`src/rtl/core/tsdc_pkg.sv`:
```
// Shared types, codes and constants of the touch slot decoder.
// No dependencies; imported by every module of the block.
package tsdc_pkg;

    localparam int SLOTS_PER_FRAME_DEF = 8;
    localparam int QUEUE_DEPTH_DEF     = 4;

    localparam int CFG_INDEX_W = 3;
    localparam int CFG_DATA_W  = 16;

    // Register indexes of the configuration port.
    typedef enum logic [CFG_INDEX_W-1:0] {
        CFG_X_LOWER = 3'd0,
        CFG_X_UPPER = 3'd1,
        CFG_Y_LOWER = 3'd2,
        CFG_Y_UPPER = 3'd3,
        CFG_X_GAIN  = 3'd4,
        CFG_Y_GAIN  = 3'd5,
        CFG_X_SHIFT = 3'd6,
        CFG_Y_SHIFT = 3'd7
    } cfg_index_t;

    // Report kinds.
    localparam logic [1:0] KIND_DOWN    = 2'd0;
    localparam logic [1:0] KIND_RELEASE = 2'd1;
    localparam logic [1:0] KIND_SYNC    = 2'd2;

    localparam logic [1:0] STATUS_DOWN = 2'd2;

    // Ids below this limit are tracked in the down masks.
    localparam int MASK_IDS = 8;

    // floor(n / 1000) == (n * DIV_RECIP) >> RECIP_SHIFT for n < 2**27.
    localparam logic [30:0] DIV_RECIP   = 31'd1099511628;
    localparam int          RECIP_SHIFT = 40;

    typedef struct packed {
        logic [11:0]        x_lower;
        logic [11:0]        x_upper;
        logic [11:0]        y_lower;
        logic [11:0]        y_upper;
        logic signed [15:0] x_gain;
        logic signed [15:0] y_gain;
        logic signed [12:0] x_shift;
        logic signed [12:0] y_shift;
    } cfg_t;

    // One classified slot record, as the front end hands it to the back end.
    typedef struct packed {
        logic        down;
        logic [4:0]  id;
        logic [11:0] raw_x;
        logic [11:0] raw_y;
        logic [7:0]  area;
        logic [7:0]  pressure;
        logic        frame_end;
        logic [7:0]  release_mask;
    } cmd_t;

endpackage

```
`src/rtl/core/tsdc_queue.sv`:
```
// Short command queue between the front end and the back end.
// Depends on tsdc_pkg for the command type.
module tsdc_queue
    import tsdc_pkg::*;
#(
    parameter int DEPTH = QUEUE_DEPTH_DEF
)
(
    input  logic clk,
    input  logic rst_n,
    input  logic push,
    input  cmd_t wdata,
    input  logic pop,
    output logic full,
    output logic not_empty,
    output cmd_t rdata
);

    localparam int PW = (DEPTH > 1) ? $clog2(DEPTH) : 1;
    localparam int CW = $clog2(DEPTH + 1);

    cmd_t          slots [DEPTH];
    logic [PW-1:0] wr_ptr_reg;
    logic [PW-1:0] rd_ptr_reg;
    logic [CW-1:0] count_reg;

    assign full      = (count_reg == CW'(DEPTH));
    assign not_empty = (count_reg != '0);
    assign rdata     = slots[rd_ptr_reg];

    always_ff @(posedge clk or negedge rst_n)
    begin
        if (!rst_n)
        begin
            wr_ptr_reg <= '0;
            rd_ptr_reg <= '0;
            count_reg  <= '0;
        end
        else
        begin
            if (push)
            begin
                wr_ptr_reg <= (wr_ptr_reg == PW'(DEPTH - 1)) ? '0 : wr_ptr_reg + 1'b1;
            end
            if (pop)
            begin
                rd_ptr_reg <= (rd_ptr_reg == PW'(DEPTH - 1)) ? '0 : rd_ptr_reg + 1'b1;
            end
            if (push && !pop)
            begin
                count_reg <= count_reg + 1'b1;
            end
            else if (pop && !push)
            begin
                count_reg <= count_reg - 1'b1;
            end
        end
    end

    always_ff @(posedge clk)
    begin
        if (push)
        begin
            slots[wr_ptr_reg] <= wdata;
        end
    end

endmodule

```
`config.mk`:
```
export PLATFORM = sky130hd
export DESIGN_NAME = tsdc_queue
export DESIGN_NICKNAME = d
export VERILOG_FILES = /design/src/rtl/core/tsdc_pkg.sv /design/src/rtl/core/tsdc_queue.sv
export SDC_FILE = /design/constraint.sdc
export NUM_CORES = 1
export LEC_CHECK = 0
export BUFFER_PORTS_ARGS = -buffer_cell sky130_fd_sc_hd__buf_2
export CAP_MARGIN = 25
export CORE_MARGIN = 2
export CORE_UTILIZATION = 32
export CTS_CLUSTER_DIAMETER = 40
export DETAILED_ROUTE_END_ITERATION = 10
export PLACE_DENSITY = 0.61
export SYNTH_ARGS = -nofsm -noshare
export SYNTH_HDL_FRONTEND = slang
export SYNTH_SLANG_ARGS = --single-unit
```
`constraint.sdc`:
```
create_clock -name clk -period 3.2 [get_ports clk]
set_clock_uncertainty 0.1 [all_clocks]
set_input_delay 0 -clock clk [delete_from_list [all_inputs] [get_ports clk]]
set_output_delay 0 -clock clk [all_outputs]
set_load 0.02 [all_outputs]
```
==> summary.txt <==
TritonRoute pass-1 iters = 4
GR Util met2 = 21.1%
GPL Wtd Cong = 0.633
Most common cell after layout, fill and taps aside = edfxtp_1
Global-route wire length before repair = 24.6 mm
CP Data Arrival Time = 2.42 ns
CTS root buf = clkbuf_16
Pwr/cell area = 951 mW/mm^2
Avg Cell Area, Syn = 25.8 um^2
Worst-path fanout max = 31
Slew Limit Fails = 0
CTS tree = done
TritonCTS buffer count = 31
VDD IR max = 0.602 mV
Vias = 4016
Reg-to-reg startpoint = wr_ptr_reg[0]
Nets = 586
Post-synth EDFFs = 220
Net Count, Synth = 390
Fin crit period = 2.52 ns
Vias in the first global route = 4557
GR Util All Layers = 11.8%
Clk buf depth = 3
CP endpoint kind = output pin
Synth Cell Area = 0.00835 mm^2
Drt initial violations = 318
Peak Freq = 397 MHz
CTS clock-pin slew for the worst setup and hold paths = 0.06 ns
Drt drc = 0
Share of cells above drive strength 1 = 42.6%
Ys flop type = edfxtp_1
MaxCap Viol Count = 0
Die area = 0.0274 mm^2
CTS H-tree depth = 1
Rows = 59
Cell Area, Placed = 0.00929 mm^2
Slew @ Worst Pin = 0.914 ns
Dpl hpwl = 8.97 mm
Drt total wl = 16.0 mm
Final Hold Fails = 0
Final non-filler cell area = 0.0110 mm^2
Die Y = 166 um
Period utilization = 78.6%
I/O Buffers = 115
I/O pin total = 116
Met3 usage = 2.80%
Req. time, crit path = 3.10 ns
Synthesis-stage register bit count = 227
PostCTS Resize Cnt = 0
RSZ-0062 raised after global routing = no
Chip width = 166 um
Number of flip-flops in the largest register = 220
Largest net degree at the start of global routing = 58
Initial core utilization = 32.3%
Yosys cell types = 19
Min-delay src = wdata[50]
Type of the worst setup path = flip-flop to output pin
Hold_ws = 0.113 ns
CTS Sinks = 227
Fraction of registers with async set/reset = 3.08%
Post-synthesis sequential area ratio = 81.2%
Final Setup Violations = 0
Setup crit start kind = flip-flop
Leakage power = 3.83 nW
Most frequent cells in the layout = edfxtp_1 (220), buf_2 (115), dlygate4sd3_1 (59), mux4_2 (55), clkbuf_16 (31)
Routing usage on met1 = 14.1%
Final Non-Filler Cells = 880
GRT Max-Usage Layer = met2
Total grt overflow = 0
Syn-to-layout area delta = 32.0%
Worst Hold Class = input pin to flip-flop
Routed len/inst = 18.1 um
Post-route antenna net violation count = 0
Core box area = 0.0258 mm^2
Setup crit start = rd_ptr_reg[0]
Rel. slew slack = 39.0%
TNS Setup = 0 ns
Antenna cells = 0
Initial antenna violation count = 0
Mapped Cells = 324
Dpl cells = 763
YS warnings = 0
Status = complete, no violations
Skew-Pair Late Insertion Delay = 0.54 ns
Vias per inst = 4.56
cells by family after synthesis:
kind of cell | share of synthesized area [%]
fa+ha+maj | 1.14
buf+inv | 1.24
mux | 15.2
flops | 81.2
compound gates | 0.120
xor+xnor | 0.315
simple gates | 0.690
through the flow:
| stage | setup WS, ns | util [%] | power (mW) |
|---|---|---|---|
| finish | 0.683 | 42.6 | 10.5 |
| floorplan | 0.754 | - | 6.03 |
| global placement | 1.16 | 36.0 | 6.82 |
| detailed placement | 1.14 | 36.0 | 6.91 |
| global route | 0.459 | 42.6 | 11.0 |
| CTS | 0.563 | 42.6 | 10.7 |
per-layer routing:
layer  vias to the layer above  part of all wire (%)  routed length (um)
met5                         -                     0                   0
met4                         0                   2.2                 354
met3                        33                   5.5                 873
met2                       110                    52                8230
met1                      2093                    41                6500
li1                       1780                     -                   -
final timing paths:
path	depth (start not counted)	slack [ns]	to
setup / recovery	3	0.68	rdata[46]
hold / removal	2	0.11	slots[0][50]
setup reg to reg	3	1.26	slots[0][9]
hold reg to reg	1	0.41	count_reg[2]
max in group asynchronous	3	2.36	rd_ptr_reg[0]
min in group asynchronous	3	0.33	count_reg[1]
cell type report:
type,instances,area (um^2)
clock inverter,25,354
fill,2251,14800
tap,335,419
clock buffer,33,783
timing repair buffer,175,1190
sequential,227,6790
multi-input combinational,81,1470
inverter,4,15.0
synth_stat cells, drive strengths merged, types with 2 or more instances:
library cell,instances,area share (%)
and2,4,0.30
buf,11,1.0
dfrtp,7,2.1
edfxtp,220,79
ha,6,0.90
inv,4,0.18
mux2,3,0.40
mux4,55,15
nand2,2,0.090
nor2,3,0.13
o21ai,2,0.12
xor2,2,0.21
worst max-delay path: stages (launching register included):
cell,delay (ns)
dfrtp_4,0.77
buf_12,0.32
mux4_2,0.56
buf_2,0.18
timing repair:
item                                   4_1_cts  5_1_grt
hold buffers                                59        0
setup buffers                                0        0
endpoints found under the hold margin      234        0
power breakdown:
| group | internal, mW | switching, mW | total [mW] |
|---|---|---|---|
| combinational | 1.18 | 1.42 | 2.60 |
| clock | 2.43 | 1.25 | 3.67 |
| sequential | 3.83 | 0.383 | 4.21 |
Power figures use the tool's default switching activity.
