**src/rtl/core/tsdc_pkg.sv**
```systemverilog
// Shared types, codes and constants of the touch slot decoder.
// No dependencies; imported by every module of the block.
package tsdc_pkg;

    localparam int SLOTS_PER_FRAME_DEF = 8;
    localparam int QUEUE_DEPTH_DEF     = 4;

    localparam int CFG_INDEX_W = 3;
    localparam int CFG_DATA_W  = 16;

    // Register indexes of the configuration port.
    typedef enum logic [CFG_INDEX_W-1:0] {
        CFG_X_LOWER = 3'd0,
        CFG_X_UPPER = 3'd1,
        CFG_Y_LOWER = 3'd2,
        CFG_Y_UPPER = 3'd3,
        CFG_X_GAIN  = 3'd4,
        CFG_Y_GAIN  = 3'd5,
        CFG_X_SHIFT = 3'd6,
        CFG_Y_SHIFT = 3'd7
    } cfg_index_t;

    // Report kinds.
    localparam logic [1:0] KIND_DOWN    = 2'd0;
    localparam logic [1:0] KIND_RELEASE = 2'd1;
    localparam logic [1:0] KIND_SYNC    = 2'd2;

    localparam logic [1:0] STATUS_DOWN = 2'd2;

    // Ids below this limit are tracked in the down masks.
    localparam int MASK_IDS = 8;

    // floor(n / 1000) == (n * DIV_RECIP) >> RECIP_SHIFT for n < 2**27.
    localparam logic [30:0] DIV_RECIP   = 31'd1099511628;
    localparam int          RECIP_SHIFT = 40;

    typedef struct packed {
        logic [11:0]        x_lower;
        logic [11:0]        x_upper;
        logic [11:0]        y_lower;
        logic [11:0]        y_upper;
        logic signed [15:0] x_gain;
        logic signed [15:0] y_gain;
        logic signed [12:0] x_shift;
        logic signed [12:0] y_shift;
    } cfg_t;

    // One classified slot record, as the front end hands it to the back end.
    typedef struct packed {
        logic        down;
        logic [4:0]  id;
        logic [11:0] raw_x;
        logic [11:0] raw_y;
        logic [7:0]  area;
        logic [7:0]  pressure;
        logic        frame_end;
        logic [7:0]  release_mask;
    } cmd_t;

endpackage

```
**src/rtl/core/tsdc_front.sv**
```systemverilog
// Front end: accepts slot records, tracks frame position and down masks,
// and queues a command for each record that causes reports. Uses tsdc_pkg.
module tsdc_front
    import tsdc_pkg::*;
#(
    parameter int SLOTS_PER_FRAME = SLOTS_PER_FRAME_DEF
)
(
    input  logic       clk,
    input  logic       rst_n,
    input  logic       in_valid,
    output logic       in_stall,
    input  logic [7:0] id_status,
    input  logic [7:0] x_high,
    input  logic [7:0] y_high,
    input  logic [7:0] xy_low,
    input  logic [7:0] contact_area,
    input  logic [7:0] contact_pressure,
    input  logic       queue_full,
    output logic       push,
    output cmd_t       cmd
);

    localparam int SW = (SLOTS_PER_FRAME > 1) ? $clog2(SLOTS_PER_FRAME) : 1;

    logic [SW-1:0] slot_pos_reg;
    logic [7:0]    cur_mask_reg;
    logic [7:0]    prev_mask_reg;

    logic       accept;
    logic       is_down;
    logic       frame_end;
    logic [4:0] id;
    logic [7:0] id_bit;
    logic [7:0] cur_next;

    assign in_stall  = queue_full;
    assign accept    = in_valid && !queue_full;
    assign id        = id_status[7:3];
    assign is_down   = (id_status[1:0] == STATUS_DOWN);
    assign frame_end = (slot_pos_reg == SW'(SLOTS_PER_FRAME - 1));
    assign id_bit    = (is_down && (id < 5'(MASK_IDS))) ? (8'd1 << id[2:0]) : 8'd0;
    assign cur_next  = cur_mask_reg | id_bit;

    // Drop records that cause nothing; everything else goes to the back end.
    assign push = accept && (is_down || frame_end);

    always_comb
    begin
        cmd.down      = is_down;
        cmd.id        = id;
        cmd.raw_x     = {x_high, xy_low[7:4]};
        cmd.raw_y     = {y_high, xy_low[3:0]};
        cmd.area      = contact_area;
        cmd.pressure  = contact_pressure;
        cmd.frame_end = frame_end;
        // Id 0 is tracked but never released.
        cmd.release_mask = frame_end ? (prev_mask_reg & ~cur_next & 8'hfe) : 8'd0;
    end

    always_ff @(posedge clk or negedge rst_n)
    begin
        if (!rst_n)
        begin
            slot_pos_reg  <= '0;
            cur_mask_reg  <= '0;
            prev_mask_reg <= '0;
        end
        else if (accept)
        begin
            if (frame_end)
            begin
                slot_pos_reg  <= '0;
                cur_mask_reg  <= '0;
                prev_mask_reg <= cur_next;
            end
            else
            begin
                slot_pos_reg <= slot_pos_reg + 1'b1;
                cur_mask_reg <= cur_next;
            end
        end
    end

endmodule

```
**config.mk**
```make
export PLATFORM = sky130hd
export DESIGN_NAME = tsdc_front
export DESIGN_NICKNAME = d
export VERILOG_FILES = /design/src/rtl/core/tsdc_pkg.sv /design/src/rtl/core/tsdc_front.sv
export SDC_FILE = /design/constraint.sdc
export NUM_CORES = 1
export LEC_CHECK = 0
export BUFFER_PORTS_ARGS = -buffer_cell sky130_fd_sc_hd__buf_2
export CELL_PAD_IN_SITES_DETAIL_PLACEMENT = 0
export CELL_PAD_IN_SITES_GLOBAL_PLACEMENT = 1
export CORE_MARGIN = 3
export CORE_UTILIZATION = 26
export CTS_BUF_LIST = sky130_fd_sc_hd__clkbuf_4 sky130_fd_sc_hd__clkbuf_8 sky130_fd_sc_hd__clkbuf_16
export CTS_CLUSTER_DIAMETER = 100
export DETAILED_ROUTE_END_ITERATION = 7
export MAX_ROUTING_LAYER = met4
export PLACE_DENSITY = 0.84
export REMOVE_ABC_BUFFERS = 1
export SLEW_MARGIN = 30
export SYNTH_ARGS = -nofsm -noshare
export SYNTH_HDL_FRONTEND = slang
export SYNTH_SLANG_ARGS = --single-unit
```
**constraint.sdc**
```tcl
create_clock -name clk -period 3.9 [get_ports clk]
set_clock_uncertainty 0.05 [all_clocks]
set_input_delay 0.39 -clock clk [delete_from_list [all_inputs] [get_ports clk]]
set_output_delay 0.39 -clock clk [all_outputs]
set_load 0.01 [all_outputs]
```
==> metrics, run 1 <==
final hold slack 0.002034 ns; unrepaired setup endpoints after global routing no; hold buffers post-CTS 0; Die Width 74.11 um; gpl congestion a little under 0.7; Clock Pin Slew Worst Setup and Hold Paths 0.06 ns; die height between 70 and 80 um; CP Data Required Time 3.46 ns; DRC 0; switching share of power 29.11%; total track usage 14.84%; Initial Utilization 27.32%; Reg power frac between 50% and 60%; number of global-route vias before repair 800; worst hold-check path type in -> async; area delta synth->final -10.89%; critical setup path kind reg -> out; worst skew pair latency 0.25 ns; share of the synthesized area in the top cell type approximately a third; initial antenna violation count 0; Slowest-stage cell, CP ha_1; final instance area 1075 um^2; Max Clk Rate around 480 MHz; VDD IR-drop max 0.0001121 V; Avg WL per Cell 23.49 um; largest net degree at the start of global routing 18; placed wire-length estimate 3124 um; post-route ant nets 0; Slew Viols, Final 0; Post-Syn Area approximately 1200 um^2; #FFs+latches synth 17; Psw between 0.0001 and 0.00015 W; setup slack after placement 1.873 ns; final setup TNS 0 ns; Comb pwr share a little under a quarter; biggest area consumer among synthesized cells dfrtp_1; clock sink count 17; Routed WL 3899 um; slowest stage delay, CP 0.44 ns; row count 24; vias per cell 4.976; Core Region about 4400 um^2; Fin. Hold Viols 0; # H-tree levels 1; final setup vio count 0; Synthesis Warnings 0; Synth Instances 135; Final nets around 170; Placed Area ~1000 um^2; Avg Cell Area, Syn roughly 8.9 um^2; Startpoint Class flop; crit-path max FO 14; fin worst setup slack 1.812 ns; die area 5492 um^2; final period utilization between 50 and 60%; Yosys cell types 26; share of layout cells above drive strength 1 28.95%; PD cells approximately 470 nW/um^2; # port buffers 26; io pins 109; register area share after synthesis 35.27%; Clk pwr share 27.1%; Pint 0.0003586 W; WP data arrival 1.65 ns; Post CTS Setup Buffer Count 0; # resized after CTS 0; Final Critical Period around 2.1 ns; n_diodes 0; Area contributors post-synth dfrtp_1 35%, buf_4 30%, nor2_1 5.0%; clk root buf clkbuf_8; clk buf depth 2; static leakage 0.5597 nW; Critical Path Sink Type output pin; status finished, final reports clean; Iter 0 DRT Violations 68; Max Cap Viol 0; first-pass iteration count of the detailed router 6; global route overflow 0; CTS Buf Count 3; first-pass GRT wire length roughly 5500 um; via count ~830; crit path cell chain ha_1 > ha_1 > nor2_1 > nor2_1 > buf_2; CTS tree yes
==> kinds of logic (layout without fill, tap and decap cells) <==
group | after synthesis | in the layout | synth area share (%)
other | 1 | 1 | 0.3109
AND/OR/NAND/NOR | 43 | 43 | 20.44
adder cells (fa/ha/maj) | 2 | 2 | 2.074
buffers and inverters | 52 | 31 | 31.43
flip-flops | 17 | 17 | 35.27
AO/OA/AOI/OAI | 20 | 20 | 10.48
==> power groups by stage <==
stage	logic, W	clock network [W]	registers [W]
after floorplan	0.0000780	0	0.000249
after global placement	0.000113	0	0.000253
after detailed placement	0.000118	0	0.000257
after CTS	0.000118	0.000139	0.000254
after global routing	0.000137	0.000148	0.000260
final	0.000115	0.000137	0.000254
==> path summary, 6_finish.rpt <==
kind / to / startpoint / cells past startpoint / slack, ns
max: push / slot_pos_reg[0] / 5 / 1.81
min: slot_pos_reg[0] / rst_n / 1 / 0.002
max reg2reg: prev_mask_reg[3] / slot_pos_reg[0] / 4 / 2.04
min reg2reg: slot_pos_reg[1] / slot_pos_reg[1] / 2 / 0.44
max in group asynchronous: prev_mask_reg[4] / rst_n / 1 / 3.52
min in group clk: slot_pos_reg[1] / slot_pos_reg[1] / 2 / 0.44
==> layout by cell type (no fill, tap or decap) <==
cell type | Yosys | final
nor2b_1 | 2 | 2
buf_2 | 0 | 26
nor3b_1 | 2 | 2
nor2_1 | 16 | 16
a21oi_1 | 8 | 8
o31ai_2 | 1 | 1
a31oi_1 | 1 | 1
o31a_1 | 1 | 1
conb_1 | 1 | 1
o21ai_0 | 5 | 5
and4b_1 | 2 | 2
nor4b_4 | 1 | 1
nand2b_1 | 2 | 2
and3_1 | 5 | 5
nor3_1 | 2 | 2
a22o_1 | 1 | 1
ha_1 | 2 | 2
clkbuf_4 | 0 | 1
and3b_1 | 1 | 1
dfrtp_1 | 17 | 17
nand4b_2 | 1 | 1
nand3b_1 | 1 | 1
inv_1 | 1 | 1
a41oi_1 | 2 | 2
nand2_1 | 8 | 8
a21o_1 | 1 | 1
clkbuf_8 | 0 | 3
==> area by class of cell <==
class	instances	area [um^2]
tap	52	65.06
timing repair buffer	26	130.1
sequential	17	425.4
fill	479	3339
multi-input combinational	66	401.6
inverter	1	3.754
clock buffer	4	48.80
==> synthesized netlist by cell type <==
master,count
buf_4,49
nor2b_1,2
nor3b_1,2
o21ai_0,5
nor4b_4,1
nor2_1,16
nand4b_2,1
and3b_1,1
a22o_1,1
o31a_1,1
and3_1,5
clkbuf_1,2
nand3b_1,1
o31ai_2,1
nor3_1,2
conb_1,1
and4b_1,2
a21oi_1,8
a31oi_1,1
ha_1,2
dfrtp_1,17
a41oi_1,2
nand2_1,8
a21o_1,1
inv_1,1
nand2b_1,2
==> worst max-delay path: cells and delay by family, from the launching register on <==
family | cells | cell delay, ns
simple gates | 2 | 0.26
fa+ha+maj | 2 | 0.61
flops | 1 | 0.38
buf+inv | 1 | 0.15
==> layer usage <==
layer / GRT usage [%] / vias to the layer above / wire, um
li1: - / 360 / -
met1: 20.99 / 391 / 1895
met2: 15.26 / 72 / 1318
met3: 12.03 / 3 / 670
met4: 3.219 / 0 / 15
met5: - / - / 0
==> per-stage QoR <==
stage	instances	power, W	util [%]
2_1_floorplan	84	0.0003269	-
6_report	166	0.0005058	24.35
5_1_grt	166	0.0005443	24.35
3_5_place_dp	162	0.0003750	23.24
3_3_place_gp	162	0.0003660	23.24
4_1_cts	166	0.0005113	24.35
(Power assumes the default switching activity.)
==> inputs of run 2 (changes only) <==
--- a/config.mk
+++ b/config.mk
@@ -5,16 +5,17 @@
 export SDC_FILE = /design/constraint.sdc
 export NUM_CORES = 1
 export LEC_CHECK = 0
+export ABC_AREA = 1
 export BUFFER_PORTS_ARGS = -buffer_cell sky130_fd_sc_hd__buf_2
 export CELL_PAD_IN_SITES_DETAIL_PLACEMENT = 0
 export CELL_PAD_IN_SITES_GLOBAL_PLACEMENT = 1
 export CORE_MARGIN = 3
-export CORE_UTILIZATION = 26
+export CORE_UTILIZATION = 22
 export CTS_BUF_LIST = sky130_fd_sc_hd__clkbuf_4 sky130_fd_sc_hd__clkbuf_8 sky130_fd_sc_hd__clkbuf_16
 export CTS_CLUSTER_DIAMETER = 100
 export DETAILED_ROUTE_END_ITERATION = 7
 export MAX_ROUTING_LAYER = met4
-export PLACE_DENSITY = 0.84
+export PLACE_DENSITY = 0.75
 export REMOVE_ABC_BUFFERS = 1
 export SLEW_MARGIN = 30
 export SYNTH_ARGS = -nofsm -noshare
==> constraint.sdc (replaced) <==
create_clock -name clk -period 1.9 [get_ports clk]
set_clock_uncertainty 0.05 [all_clocks]
set_input_delay 0.19 -clock clk [delete_from_list [all_inputs] [get_ports clk]]
set_output_delay 0.19 -clock clk [all_outputs]
set_load 0.01 [all_outputs]
==> run 2 against run 1 <==
  * Sequential cell count unchanged
  * Register-to-register slack got worse by 1.6 ns
  * Final cell count increased by 39%
  * Worst setup slack got worse by 1.6 ns
  * Synthesized area increased by 8.9%
  * Non-clock buffer count increased by 2
  * Largest cell class unchanged
  * Critical path type unchanged
  * Combinational power increased by 39%
  * Die area increased by 26%
  * Synthesized cell count increased by 32%
==> metrics, run 2 <==
status finished, final reports clean; R2R cell count 6; clk buf depth 2; Final nets ~210; global route overflow 0; main flop type after synthesis dfrtp_1; clock sink count 17; die area 6935 um^2; total track usage 12.06%; clk root buf clkbuf_8; share of layout cells above drive strength 1 25.32%; Slowest-stage cell, CP dfrtp_1; Post-synth top cells 53 x nand2_1, 49 x buf_4, 17 x dfrtp_1, 17 x inv_1, 14 x nor2_1; gpl congestion 0.7151; Clock Pin Slew Worst Setup and Hold Paths 0.07 ns; placed wire-length estimate 3440 um; Synth Instances 178; first-pass iteration count of the detailed router 4; # port buffers 26; WP data arrival 1.46 ns; largest net degree at the start of global routing 18; Yosys cell types 17; VDD IR-drop max 0.0002937 V; row count 27; final setup TNS 0 ns; io pins 109; Slew Viols, Final 0; Core Region 5642 um^2; register area share after synthesis between 30% and 40%; # H-tree levels 1; Critical Path Sink Type output pin; die height 83.28 um; Area contributors post-synth dfrtp_1 32%, buf_4 28%, nand2_1 15%; Synthesis Warnings 0; CP Data Required Time 1.66 ns; #FFs+latches synth 17; Post-Syn Area between 1000 and 1500 um^2; PD cells a little over 700 nW/um^2; CTS tree yes; worst skew pair latency 0.25 ns; Iter 0 DRT Violations 57; commonest non-fill, non-tap cell in the layout nand2_1; DRC 0; static leakage 0.6770 nW; n_diodes 0; critical setup path kind reg -> out; Final Critical Period ~1.7 ns; Total Power 0.0008470 W; initial antenna violation count 0; crit path cell chain ha_1 > ha_2 > nand2_1 > nor2_1 > buf_2; crit-path max FO 11; hold endpoint slot_pos_reg[2]; Reg2Reg Capture Point prev_mask_reg[4]; count leader, synth nand2_1; Max Clk Rate 588.0 MHz; Min-Delay Startpoint queue_full; Startpoint Class flop; share of the synthesized area in the top cell type about 32%; Post-synth EDFFs 0; vias per cell 3.983; Avg WL per Cell 17.88 um; final period utilization between 80% and 90%; unrepaired setup endpoints after global routing no; area delta synth->final -8.572%; final setup vio count 0; slowest stage delay, CP 0.37 ns; Synth async-reset ratio 100.0%; Max Cap Viol 0; number of global-route vias before repair 858; first-pass GRT wire length 5865 um; Avg Cell Area, Syn 7.381 um^2; fin util between 20% and 30%; post-route ant nets 0; Routed WL 4112 um; setup slack, reg-to-reg between 0.4 and 0.5 ns; origin of the critical flop-to-flop path slot_pos_reg[0]; Fin. Hold Viols 0; CTS Buf Count 3; Initial Utilization a little under a quarter; worst hold-check path type in -> reg; hold path depth 4; via count about 920; biggest area consumer among synthesized cells dfrtp_1; most frequent cells in the layout 53 x nand2_1, 26 x buf_2, 17 x inv_1, 17 x dfrtp_1, 14 x nor2_1; Die Width about 83 um
[run 2: changes by cell type after synthesis, moves of 3 or more]
cell,previous run,this run
and3_1,5,0
o21ai_2,0,3
nand2_1,8,53
buf_6,0,3
inv_1,1,17
[run 2: layer usage]
metal / vias to the layer above / global-route usage, % / part of all wire (%)
met5: - / - / 0
met4: 0 / 1.040 / 0
met3: 0 / 13.39 / 21
met2: 73 / 11.52 / 33
met1: 402 / 16.15 / 46
li1: 441 / - / -
[run 2: per-stage QoR]
| step | setup slack [ns] | hold WS, ns | instances | cell area (um^2) |
|---|---|---|---|---|
| floorplan | 0.4812 | -0.1556 | 126 | 912.1 |
| global placement | 0.2980 | 0.08985 | 225 | 1140 |
| detailed placement | 0.2640 | 0.08317 | 225 | 1140 |
| CTS | 0.1358 | 0.1913 | 230 | 1201 |
| global route | 0.04310 | 0.2186 | 230 | 1201 |
| finish | 0.1994 | 0.1957 | 230 | 1201 |
[run 2: kinds of logic after synthesis]
logic type,count (synthesis),share of synthesized area [%]
buf+inv,70,35.71
other cells,1,0.2854
simple gates,71,22.19
flops,17,32.38
fa+ha+maj,2,1.904
compound gates,17,7.524
[run 2: critical path, delay by kind of cell, from the launching register on]
kind | cells | cell delay, ns
and+or+nand+nor | 2 | 0.21
buffers and inverters | 1 | 0.14
DFF | 1 | 0.37
adders and majority gates | 2 | 0.49
[run 2: how the worst max path moves through the flow]
stage                     slack, ns  cells after the start       startpoint                to
final                          0.20                      5  slot_pos_reg[0]            cmd[1]
after global routing           0.04                      5  slot_pos_reg[0]            cmd[7]
after CTS                      0.14                      5  slot_pos_reg[0]            cmd[1]
after detailed placement       0.26                      6  slot_pos_reg[0]  prev_mask_reg[4]
after global placement         0.30                      6  slot_pos_reg[0]  prev_mask_reg[2]
after floorplan                0.48                      6  slot_pos_reg[0]  prev_mask_reg[1]
[run 2: cell type report]
cell class | instances | area (um^2)
Sequential cell | 17 | 425.4
Multi-Input combinational cell | 91 | 421.7
Clock buffer | 4 | 48.80
Timing Repair Buffer | 28 | 147.6
Fill cell | 621 | 4441
Tap cell | 72 | 90.09
Inverter | 18 | 67.56
[run 2: power breakdown]
part           internal [W]  total (W)  switching [W]
combinational     0.0000635   0.000160      0.0000964
sequential         0.000391   0.000408      0.0000165
clock              0.000163   0.000279       0.000117
[run 2: repair_timing]
| item | CTS | global route |
|---|---|---|
| endpoints found under the setup margin | 3 | 0 |
| hold buffers | 1 | 0 |
| hold endpoints to repair | 17 | 0 |
| gates resized for setup | 1 | 0 |
| setup buffers | 0 | 0 |
==> inputs of run 3 (changes only) <==
==> constraint.sdc (replaced) <==
create_clock -name clk -period 1.9 [get_ports clk]
set_clock_uncertainty 0.05 [all_clocks]
set_input_delay 0.19 -clock clk [delete_from_list [all_inputs] [get_ports clk]]
set_output_delay 0.19 -clock clk [all_outputs]
set_load 0.05 [all_outputs]
==> run 3 against run 2 <==
  * Worst setup slack lost 0.057 ns
  * Clock power hardly changed
  * Non-clock buffer count stayed put
  * Design area rose by 0.83%
  * Register-to-register slack better by 0.03 ns
  * Combinational power up 41%
  * Critical path depth stayed put
  * Die area is the same
  * Sequential power grew 1%
==> metrics, run 3 (same netlist as run 2, synthesis figures left out) <==
status finished, final reports clean; global route overflow 0; worst skew pair latency 0.24 ns; VDD IR-drop max 0.0002691 V; crit-path max FO 11; # port buffers 26; Final Critical Period 1.758 ns; fin worst setup slack 0.1424 ns; Clock Pin Slew Worst Setup and Hold Paths roughly 0.060 ns; Critical Path Sink Type output pin; Placed Area 1140 um^2; slowest stage delay, CP 0.37 ns; share of layout cells above drive strength 1 between 20% and 30%; crit path cell chain ha_1 > ha_4 > nand2_1 > nor2_1 > buf_2; most frequent cells in the layout 53 x nand2_1, 26 x buf_2, 17 x inv_1, 17 x dfrtp_1, 14 x nor2_1; io pins between 100 and 150; placed wire-length estimate 3499 um; Max Cap Viol 0; # fillers around 650; initial antenna violation count 0; Pint 0.0006303 W; Crit path max-delay family adder cells; DRC 0; first-pass GRT wire length 5982 um; clk buf depth 2; Slew Viols, Final 0; Die Width around 83 um; CP Data Required Time approximately 1.7 ns; final period utilization 92.50%; final instance area 1211 um^2; Startpoint Class flop; Clk pwr share around 30%; WP data arrival 1.52 ns; unrepaired setup endpoints after global routing no; fin util between 20 and 25%; Buf/Inv on CP 1; Initial Utilization 23.29%; die area 6935 um^2; largest net degree at the start of global routing 18; Fin. Hold Viols 0; Comb pwr share 24.6%; critical setup path kind reg -> out; Slowest-stage cell, CP dfrtp_1; die height 83.28 um; final setup vio count 0; n_diodes 0; worst hold-check path type in -> reg; Avg WL per Cell 18.25 um; static leakage 0.6780 nW; total track usage 12.22%; gpl congestion 0.7364; setup slack after placement 0.1290 ns; number of global-route vias before repair 910; Critical Path Source slot_pos_reg[0]; Min-Delay Startpoint queue_full; Final nets between 200 and 250; switching share of power 31.46%; via count 944; post-route ant nets 0; Max Clk Rate 569.0 MHz; origin of the critical flop-to-flop path slot_pos_reg[0]; # H-tree levels 1; PD cells 759.3 nW/um^2; final setup TNS 0 ns; first-pass iteration count of the detailed router 3; area delta synth->final -7.810%; Core Region between 5000 and 6000 um^2; commonest non-fill, non-tap cell in the layout nand2_1; clk root buf clkbuf_8; clock sink count 17; CTS tree yes; Reg power frac 44.9%; vias per cell 4.104; Psw 0.0002893 W; CTS Buf Count 3; Routed WL 4198 um; row count 27; Iter 0 DRT Violations 35
-- run 3: cell counts in the layout (fill, tap and decap cells not counted) --
Identical to the previous run, type by type.
-- run 3: cell type report --
cell class | count | area (um^2) | share of cell area [%]
multi-input cells | 91 | 431.7 | 35.64
flip-flops and latches | 17 | 425.4 | 35.12
repair buffers | 28 | 147.6 | 12.19
well taps | 72 | 90.09 | 7.438
inverters | 18 | 67.56 | 5.579
clock buffers | 4 | 48.80 | 4.029
-- run 3: power by group through the flow --
| stage | combinational (W) | clock (W) | sequential [W] |
|---|---|---|---|
| final | 0.000226 | 0.000281 | 0.000413 |
| after global routing | 0.000252 | 0.000307 | 0.000417 |
| after CTS | 0.000215 | 0.000291 | 0.000409 |
| after detailed placement | 0.000209 | 0 | 0.000415 |
| after global placement | 0.000207 | 0 | 0.000414 |
| after floorplan | 0.000124 | 0 | 0.000411 |
-- run 3: metal layers --
layer	global-route usage [%]	routed length (um)	part of all wire (%)	vias to the layer above
li1	-	-	-	442
met5	-	0	0	-
met4	1.040	0	0	0
met3	13.49	854	20	0
met2	12.76	1378	33	71
met1	15.53	1965	47	431
-- run 3: worst reg2reg max path, delay by kind of cell (launching register included) --
kind | cells | cell delay, ns
adder cells (fa/ha/maj) | 2 | 0.46
buffers and inverters | 1 | 0.11
flip-flops | 1 | 0.39
AND/OR/NAND/NOR | 3 | 0.32
-- run 3: through the flow --
stage	hold WS, ns	instances	total power, W
after floorplan	-0.1556	126	0.0005357
after global placement	0.09819	225	0.0006203
after detailed placement	0.08824	225	0.0006241
after CTS	0.2010	230	0.0009153
after global routing	0.2243	230	0.0009763
final	0.2022	230	0.0009196
-- run 3: final timing paths --
check / end / slack (ns) / cells past startpoint
setup / recovery: cmd[6] / 0.14 / 5
hold / removal: slot_pos_reg[1] / 0.20 / 4
setup reg to reg: prev_mask_reg[3] / 0.47 / 6
hold reg to reg: slot_pos_reg[1] / 0.43 / 2
max in group asynchronous: prev_mask_reg[6] / 1.17 / 2
min in group asynchronous: slot_pos_reg[2] / 0.35 / 2
-- run 3: repair_timing --
action / CTS / global route
setup buffers: 0 / 0
hold buffers: 1 / 0
resized for setup: 1 / 1
endpoints found under the setup margin: 8 / 8
endpoints found under the hold margin: 17 / 0
